`config.mk`:
```
export PLATFORM = sky130hd
export DESIGN_NAME = zigzag_scan_reorder
export DESIGN_NICKNAME = d
export VERILOG_FILES = /design/src/hw/rtl/zzs_pkg.sv /design/src/hw/rtl/zzs_ram.sv /design/src/hw/rtl/zzs_walker.sv /design/src/hw/rtl/zigzag_scan_reorder.sv
export SDC_FILE = /design/constraint.sdc
export NUM_CORES = 2
export LEC_CHECK = 0
export CAP_MARGIN = 5
export CORE_ASPECT_RATIO = 1.75
export CORE_MARGIN = 2
export CORE_UTILIZATION = 57
export DETAILED_ROUTE_END_ITERATION = 10
export DONT_BUFFER_PORTS = 1
export GPL_ROUTABILITY_DRIVEN = 0
export PLACE_DENSITY = 0.79
export RECOVER_POWER = 50
export SLEW_MARGIN = 20
export SYNTH_ARGS = -nofsm -noshare
export SYNTH_HDL_FRONTEND = slang
export SYNTH_SLANG_ARGS = --single-unit
```
`constraint.sdc`:
```
create_clock -name clk -period 4.73 [get_ports clk]
set_input_delay 0.473 -clock clk [delete_from_list [all_inputs] [get_ports clk]]
set_output_delay 0.473 -clock clk [all_outputs]
set_load 0.005 [all_outputs]
```
`src/hw/rtl/zzs_pkg.sv`:
```
// Shared types, constants and helpers for the zigzag scan reorder block.
// No dependencies; imported by zzs_walker, zigzag_scan_reorder, zzs_scan_checker and testbench.
package zzs_pkg;

	localparam int MAX_ROWS_DEF    = 8;
	localparam int MAX_COLUMNS_DEF = 8;

	localparam int VALUE_W = 32;
	localparam int SIZE_W  = 4;   // row_count / column_count registers
	localparam int POS_W   = 3;   // out_row / out_column
	localparam int DIAG_W  = 4;   // diagonal number, up to 14
	localparam int FILL_W  = 7;   // fill count and scan count, up to 64
	localparam int CIDX_W  = 2;   // configuration register index

	typedef enum logic [CIDX_W-1:0] {
		CFG_ROW_COUNT    = 2'd0,
		CFG_COLUMN_COUNT = 2'd1
	} cfg_reg_t;

	typedef enum logic [1:0] {
		ST_IDLE = 2'b01,
		ST_SCAN = 2'b10
	} scan_state_t;

	// current scan position from the walker
	typedef struct packed {
		logic [POS_W-1:0] row;
		logic [POS_W-1:0] column;
		logic             last;
	} scan_pos_t;

	// a size of 0 acts as 1, anything above the maximum acts as the maximum
	function automatic logic [SIZE_W-1:0] clamp_size(logic [SIZE_W-1:0] v,
			logic [SIZE_W-1:0] maxv);
		logic [SIZE_W-1:0] res;
		if (v == '0) begin
			res = SIZE_W'(1);
		end else if (v > maxv) begin
			res = maxv;
		end else begin
			res = v;
		end
		return res;
	endfunction

endpackage

```
`src/hw/rtl/zzs_ram.sv`:
```
// Generic single-write, single-read synchronous RAM with registered read data.
// No dependencies.
module zzs_ram #(
	parameter int WIDTH = 32,
	parameter int DEPTH = 64,
	localparam int AW   = (DEPTH > 1) ? $clog2(DEPTH) : 1
) (
	input  logic             clk,
	input  logic             we,
	input  logic [AW-1:0]    waddr,
	input  logic [WIDTH-1:0] wdata,
	input  logic             re,
	input  logic [AW-1:0]    raddr,
	output logic [WIDTH-1:0] rdata
);

	logic [WIDTH-1:0] mem [DEPTH];
	logic [WIDTH-1:0] rdata_q;

	always_ff @(posedge clk) begin
		if (we) begin
			mem[waddr] <= wdata;
		end
		if (re) begin
			rdata_q <= mem[raddr];
		end
	end

	assign rdata = rdata_q;

endmodule

```
`src/hw/rtl/zzs_walker.sv`:
```
// Zigzag position walker: steps row/column through the diagonals one per step.
// Depends on zzs_pkg.
module zzs_walker (
	input  logic                        clk,
	input  logic                        arst_n,
	input  logic                        start,
	input  logic                        step,
	input  logic [zzs_pkg::SIZE_W-1:0]  rows,
	input  logic [zzs_pkg::SIZE_W-1:0]  cols,
	input  logic [zzs_pkg::FILL_W-1:0]  total,
	output zzs_pkg::scan_pos_t          pos
);
	import zzs_pkg::*;

	logic [POS_W-1:0]  row_q, col_q, row_nx, col_nx;
	logic [DIAG_W-1:0] diag_q, diag_nx, dn;
	logic [FILL_W-1:0] cnt_q;
	logic [SIZE_W-1:0] rows_m1, cols_m1, rn, cn;
	logic              walk_on;

	assign rows_m1 = rows - SIZE_W'(1);
	assign cols_m1 = cols - SIZE_W'(1);
	assign dn      = diag_q + DIAG_W'(1);

	always_comb begin
		// stay on the diagonal unless the walk hits an edge
		if (!diag_q[0]) begin
			walk_on = (row_q != '0) && ((SIZE_W'(col_q) + SIZE_W'(1)) < cols);
		end else begin
			walk_on = (col_q != '0) && ((SIZE_W'(row_q) + SIZE_W'(1)) < rows);
		end

		if (dn[0]) begin
			cn = (dn < cols_m1) ? dn : cols_m1;
			rn = dn - cn;
		end else begin
			rn = (dn < rows_m1) ? dn : rows_m1;
			cn = dn - rn;
		end

		if (walk_on) begin
			diag_nx = diag_q;
			if (!diag_q[0]) begin
				row_nx = row_q - POS_W'(1);
				col_nx = col_q + POS_W'(1);
			end else begin
				row_nx = row_q + POS_W'(1);
				col_nx = col_q - POS_W'(1);
			end
		end else begin
			diag_nx = dn;
			row_nx  = rn[POS_W-1:0];
			col_nx  = cn[POS_W-1:0];
		end
	end

	always_ff @(posedge clk or negedge arst_n) begin
		if (!arst_n) begin
			row_q  <= '0;
			col_q  <= '0;
			diag_q <= '0;
			cnt_q  <= '0;
		end else if (start) begin
			row_q  <= '0;
			col_q  <= '0;
			diag_q <= '0;
			cnt_q  <= '0;
		end else if (step) begin
			row_q  <= row_nx;
			col_q  <= col_nx;
			diag_q <= diag_nx;
			cnt_q  <= cnt_q + FILL_W'(1);
		end
	end

	assign pos.row    = row_q;
	assign pos.column = col_q;
	assign pos.last   = ((cnt_q + FILL_W'(1)) == total);

endmodule

```
`src/hw/rtl/zigzag_scan_reorder.sv`:
```
// Zigzag scan reorder: takes a matrix of up to MAX_ROWS x MAX_COLUMNS signed 32-bit
// elements in row-major order, one per cycle, into an element RAM. The transfer of
// the element that completes the matrix starts a scan that returns every element in
// zigzag diagonal order with its row and column, the final one flagged last_of_scan.
// The RAM has one registered read port; a read is issued only once the previous read has
// landed and the output register will be free, so no more than one read is in flight and
// a new read waits on the last one. No input is taken until the last read of
// the scan has been issued. Sizes of 0 act as 1, larger than the maximum act as the
// maximum. Write configuration only while the block is idle.
// Depends on zzs_pkg, zzs_ram and zzs_walker.
module zigzag_scan_reorder #(
	parameter int MAX_ROWS    = zzs_pkg::MAX_ROWS_DEF,
	parameter int MAX_COLUMNS = zzs_pkg::MAX_COLUMNS_DEF
) (
	input  logic                         clk,
	input  logic                         arst_n,
	input  logic                         cfg_valid,
	output logic                         cfg_ready,
	input  logic [zzs_pkg::CIDX_W-1:0]   cfg_index,
	input  logic [zzs_pkg::SIZE_W-1:0]   cfg_data,
	input  logic                         in_valid,
	output logic                         in_ready,
	input  logic signed [zzs_pkg::VALUE_W-1:0] element_value,
	output logic                         out_valid,
	input  logic                         out_ready,
	output logic signed [zzs_pkg::VALUE_W-1:0] out_value,
	output logic [zzs_pkg::POS_W-1:0]    out_row,
	output logic [zzs_pkg::POS_W-1:0]    out_column,
	output logic                         last_of_scan
);
	import zzs_pkg::*;

	localparam int DEPTH = MAX_ROWS * MAX_COLUMNS;
	localparam int AW    = (DEPTH > 1) ? $clog2(DEPTH) : 1;

	scan_state_t       state_q;
	logic [SIZE_W-1:0] row_count_q, column_count_q, rows, cols;
	logic [FILL_W-1:0] fill_q, fill_nx, total;
	logic              in_xfer, complete, issue;
	scan_pos_t         pos;
	logic [FILL_W-1:0] rd_addr_full;
	logic [VALUE_W-1:0] rd_data;

	logic              valid_s1;
	logic [POS_W-1:0]  row_s1, col_s1;
	logic              last_s1;

	logic              out_valid_q;
	logic [VALUE_W-1:0] out_value_q;
	logic [POS_W-1:0]  out_row_q, out_column_q;
	logic              out_last_q;

	// configuration registers
	assign cfg_ready = 1'b1;

	always_ff @(posedge clk or negedge arst_n) begin
		if (!arst_n) begin
			row_count_q    <= SIZE_W'(8);
			column_count_q <= SIZE_W'(8);
		end else if (cfg_valid && cfg_ready) begin
			case (cfg_index)
				CFG_ROW_COUNT:    row_count_q    <= cfg_data;
				CFG_COLUMN_COUNT: column_count_q <= cfg_data;
				default: ;
			endcase
		end
	end

	assign rows  = clamp_size(row_count_q, SIZE_W'(MAX_ROWS));
	assign cols  = clamp_size(column_count_q, SIZE_W'(MAX_COLUMNS));
	assign total = FILL_W'(rows) * FILL_W'(cols);

	// fill side
	assign in_ready = (state_q == ST_IDLE);
	assign in_xfer  = in_valid && in_ready;
	assign fill_nx  = fill_q + FILL_W'(1);
	assign complete = in_xfer && (fill_nx >= total);

	// scan side: one read in flight, output register must be free when it lands
	assign issue = (state_q == ST_SCAN) && !valid_s1 && (!out_valid_q || out_ready);

	always_ff @(posedge clk or negedge arst_n) begin
		if (!arst_n) begin
			state_q <= ST_IDLE;
			fill_q  <= '0;
		end else begin
			case (state_q)
				ST_IDLE: begin
					if (complete) begin
						state_q <= ST_SCAN;
						fill_q  <= '0;
					end else if (in_xfer) begin
						fill_q <= fill_nx;
					end
				end
				ST_SCAN: begin
					if (issue && pos.last) begin
						state_q <= ST_IDLE;
					end
				end
				default: state_q <= ST_IDLE;
			endcase
		end
	end

	zzs_walker u_walker (
		.clk    (clk),
		.arst_n (arst_n),
		.start  (complete),
		.step   (issue),
		.rows   (rows),
		.cols   (cols),
		.total  (total),
		.pos    (pos)
	);

	assign rd_addr_full = FILL_W'(pos.row) * FILL_W'(cols) + FILL_W'(pos.column);

	zzs_ram #(
		.WIDTH (VALUE_W),
		.DEPTH (DEPTH)
	) u_store (
		.clk   (clk),
		.we    (in_xfer),
		.waddr (fill_q[AW-1:0]),
		.wdata (element_value),
		.re    (issue),
		.raddr (rd_addr_full[AW-1:0]),
		.rdata (rd_data)
	);

	always_ff @(posedge clk or negedge arst_n) begin
		if (!arst_n) begin
			valid_s1 <= 1'b0;
		end else begin
			valid_s1 <= issue;
		end
	end

	always_ff @(posedge clk) begin
		if (issue) begin
			row_s1  <= pos.row;
			col_s1  <= pos.column;
			last_s1 <= pos.last;
		end
	end

	// output register
	always_ff @(posedge clk or negedge arst_n) begin
		if (!arst_n) begin
			out_valid_q <= 1'b0;
		end else if (valid_s1) begin
			out_valid_q <= 1'b1;
		end else if (out_ready) begin
			out_valid_q <= 1'b0;
		end
	end

	always_ff @(posedge clk) begin
		if (valid_s1) begin
			out_value_q  <= rd_data;
			out_row_q    <= row_s1;
			out_column_q <= col_s1;
			out_last_q   <= last_s1;
		end
	end

	assign out_valid    = out_valid_q;
	assign out_value    = out_value_q;
	assign out_row      = out_row_q;
	assign out_column   = out_column_q;
	assign last_of_scan = out_last_q;

	// read data must never land on a result still waiting
	a_no_overwrite: assert property (@(posedge clk) disable iff (!arst_n)
		valid_s1 |-> !out_valid_q)
		else $error("read data landed on an occupied output register");

	a_fill_cleared: assert property (@(posedge clk) disable iff (!arst_n)
		(state_q == ST_SCAN) |-> (fill_q == '0))
		else $error("fill count not cleared during scan");

	a_last_ends_scan: assert property (@(posedge clk) disable iff (!arst_n)
		(issue && pos.last) |=> (state_q == ST_IDLE))
		else $error("scan did not end after its last read");

	a_state_onehot: assert property (@(posedge clk) disable iff (!arst_n)
		$onehot(state_q))
		else $error("scan state not one-hot");

endmodule

```
==> run metrics <==
unrepaired setup endpoints after global routing true; I/O pins 85; area of the core 0.1468 mm²; outcome finished, violations left; vias in the first global route 44152; initial antenna violation count 13; Yosys cell types 76; die area 0.1513 mm²; Layout Skew 0.02240 ns; DRT Wirelength 229.6 mm; XOR/XNOR share of the synthesized area 0.5041%; total CTS buffers 169; Post-synth EDFFs 2126; drt pass-1 iters 7; P_leak 0.02994 µW; Hold/Removal Path Class input pin to flop; fin crit period 4.798 ns; largest family of logic cells by synthesized area multiplexers; post-synth top area cell edfxtp_1; top cell type's share of synthesized area 75.65%; post-synthesis compound-gate area fraction 2.160%; worst-skew pair later-pin latency 0.81 ns; Post-DRT Antenna Nets 0; top_reg_cell synth edfxtp_1; row count 186; Async S/R FF share, synth 1.665%; Synth Warn # 0; CP max FO 16; required time worst endpoint 5.27 ns; fmax 0.2084 GHz; arrival time worst endpoint 5.33 ns; final cycle utilization of the critical path 101.4%; Area Overhead vs Synth 12.85%; dpl hpwl 121.1 mm; sequential area share after synthesis 76.73%; DR vias/cell 7.060; CTS clock-pin slew for the worst setup and hold paths 0.07 ns; Mapped Avg Cell Area 22.27 µm²; Crit Path Class flop to flop; per-cell routed wire length 37.05 µm; Root Driver clkbuf_16; Nets 4174; final std cells w/o fill 6196; Hold Vio Cnt, Final 0; Slew Viols, Final 2157; PwrDens 570.8 mW/mm²; normalized max-slew margin -108.8%; Seq cells post-synth 2162; # H-tree levels 4; Port Buffers 0; Die X 294.9 µm; Die H 513.0 µm; crit end category flop; via count 43741; number of max-cap violations 34; placed cell count 5815; Final Setup Violations 3; global-route wire length before repair 319.6 mm; drt drc 0; initial DRC count 6317; Startpoint Class flop; failing checks max-capacitance violations, max-slew violations, negative setup slack; Initial Util 57.46%; total track usage 30.05%; CTS tree built; largest net degree at the start of global routing 65; synthesized instance count 3790; Tot Pwr 54360 µW; Worst Slack Setup Final -0.06828 ns; most area-consuming cells after synthesis edfxtp_1 76%, mux4_2 15%, dfrtp_1 0.98%; Post-Synth Adder-Cell Area 0.9816%; CTS sink count 2162; layout cells sized above 1 28.75%; Fillers 8766; Post-Synth Simple-Gate Area 2.381%; Syn Std Cell Area 0.08438 mm²; Worst Tran Pin Value 3.133 ns; GRT overflow 0; Clock Tree Buf Depth 3; mux contribution to synthesized area 15.75%; Max VDD drop 444.2 µV
==> power breakdown <==
part / leakage, µW / internal, µW / switching, µW
Sequential: 0.0196 / 21700 / 227
Combinational: 0.00762 / 8340 / 9520
Clock: 0.00274 / 7910 / 6700
==> cells in the final DEF (no fill, tap or decap), drive strengths merged, types with 21 or more instances in the layout <==
cell type	instances
mux2i	46
clkinv	83
clkbuf	242
a211oi	34
nor2	139
bufinv	21
ha	47
and3	40
nor3	26
buf	263
o22ai	24
inv	37
xnor2	28
dfrtp	33
nand2	125
edfxtp	2126
nand3	22
a21oi	32
mux4	564
a31oi	36
==> cell type report <==
cell class                 count  area, µm²  share of cell area [%]
sequential                  2162      64750                   67.99
multi-input combinational   1395      19040                   20.00
clock buffer                 204       4467                   4.691
timing repair buffer         311       3262                   3.425
tap                         1974       2470                   2.594
clock inverter               110       1099                   1.154
inverter                      33      123.9                  0.1301
antenna                        7      17.52                 0.01839
==> Yosys cell counts, types with 4 or more instances <==
library cell / instances
fa_1: 12
nor3_1: 26
a211oi_2: 5
mux2_2: 9
edfxtp_1: 2126
o22ai_1: 24
nor2b_1: 9
ha_1: 47
buf_4: 48
and4_1: 14
o21ai_0: 17
xnor2_1: 27
a2111oi_2: 11
buf_2: 46
or3_1: 7
a21o_1: 9
nand3_1: 21
nand4_1: 6
and3_1: 40
a22o_1: 16
nand2_1: 125
buf_1: 19
o211ai_1: 8
xor2_1: 14
nor4_1: 5
nor2_1: 137
a311oi_1: 19
inv_1: 32
nand3b_1: 6
clkbuf_1: 71
and2_1: 4
a31o_2: 6
a21oi_1: 29
a31oi_1: 36
mux4_2: 564
nand2b_1: 9
o31ai_1: 14
buf_6: 16
mux2i_1: 46
dfrtp_1: 33
a211oi_1: 29
==> cell families (layout without fill, tap and decap cells) <==
family,count (synthesis),after routing
AOI/OAI and AO/OA,244,244
xor gates and xnor gates,44,44
adders and majority gates,59,59
buffers and inverters,236,658
DFF,2162,2162
muxes,621,621
other,1,10
and+or+nand+nor,423,424
==> worst paths after layout <==
path | startpoint | endpoint | slack, ns | cells after the start
worst max-delay path | column_count_q[3] | u_store.rdata[27] | -0.07 | 15
worst min register to register | last_s1 | last_of_scan | 0.42 | 0
min in group asynchronous | arst_n | row_count_q[2] | 0.86 | 2
max in group asynchronous | arst_n | valid_s1 | 2.48 | 2
worst min-delay path | cfg_index[0] | row_count_q[1] | 0.04 | 2
worst max register to register | column_count_q[3] | u_store.rdata[27] | -0.07 | 15
==> worst max-delay path, cell delays in order, from the launching register on <==
cell	delay, ns
dfstp_2	0.56
inv_1	0.06
o21a_1	0.11
and2_1	0.17
fa_1	0.49
inv_1	0.06
fa_1	0.49
fa_4	0.88
buf_12	0.20
buf_12	0.19
mux4_2	0.33
mux2i_2	0.19
a2111oi_2	0.11
a211oi_2	0.43
buf_4	0.19
a211oi_1	0.04
==> registers in the layout, summed over array words and instances (netlist names), 2 cells and up <==
signal / cells
out_row: 3
u_walker.row_q: 3
row_s1: 3
u_walker.col_q: 3
row_count_q: 4
u_walker.cnt_q: 7
u_store.mem: 2048
column_count_q: 4
out_column: 3
fill_q: 7
col_s1: 3
out_value: 32
state_q: 2
u_store.rdata: 32
u_walker.diag_q: 4
==> routing by layer <==
metal | routed length (µm) | track usage (%)
met4 | 14280 | 16.24
met3 | 23100 | 5.543
met5 | 110 | 0
met2 | 120200 | 51.87
met1 | 71920 | 35.76
==> what timing repair did <==
item	in CTS	in global routing
setup buffers	5	10
pin swaps	3	5
endpoints found under the hold margin	2093	0
gates cloned	0	2
endpoints found under the setup margin	11	31
hold buffers	43	0
gates resized for setup	17	11
==> metrics by stage <==
stage          hold WS, ns  util, %  setup TNS [ns]  area, µm²  setup WS [ns]
2_1_floorplan       0.1774        -               0      84390         0.3529
3_3_place_gp        0.1784    60.69         -0.6046      89120        -0.2729
3_5_place_dp        0.1784    60.69         -0.6916      89120        -0.3182
4_1_cts           0.001498    65.24       -0.006808      95800      -0.006365
5_1_grt            0.03221    64.84         -0.4604      95220       -0.09094
6_report           0.03830    64.85         -0.1594      95230       -0.06828
Note: power is estimated with default switching activity, not from simulation.
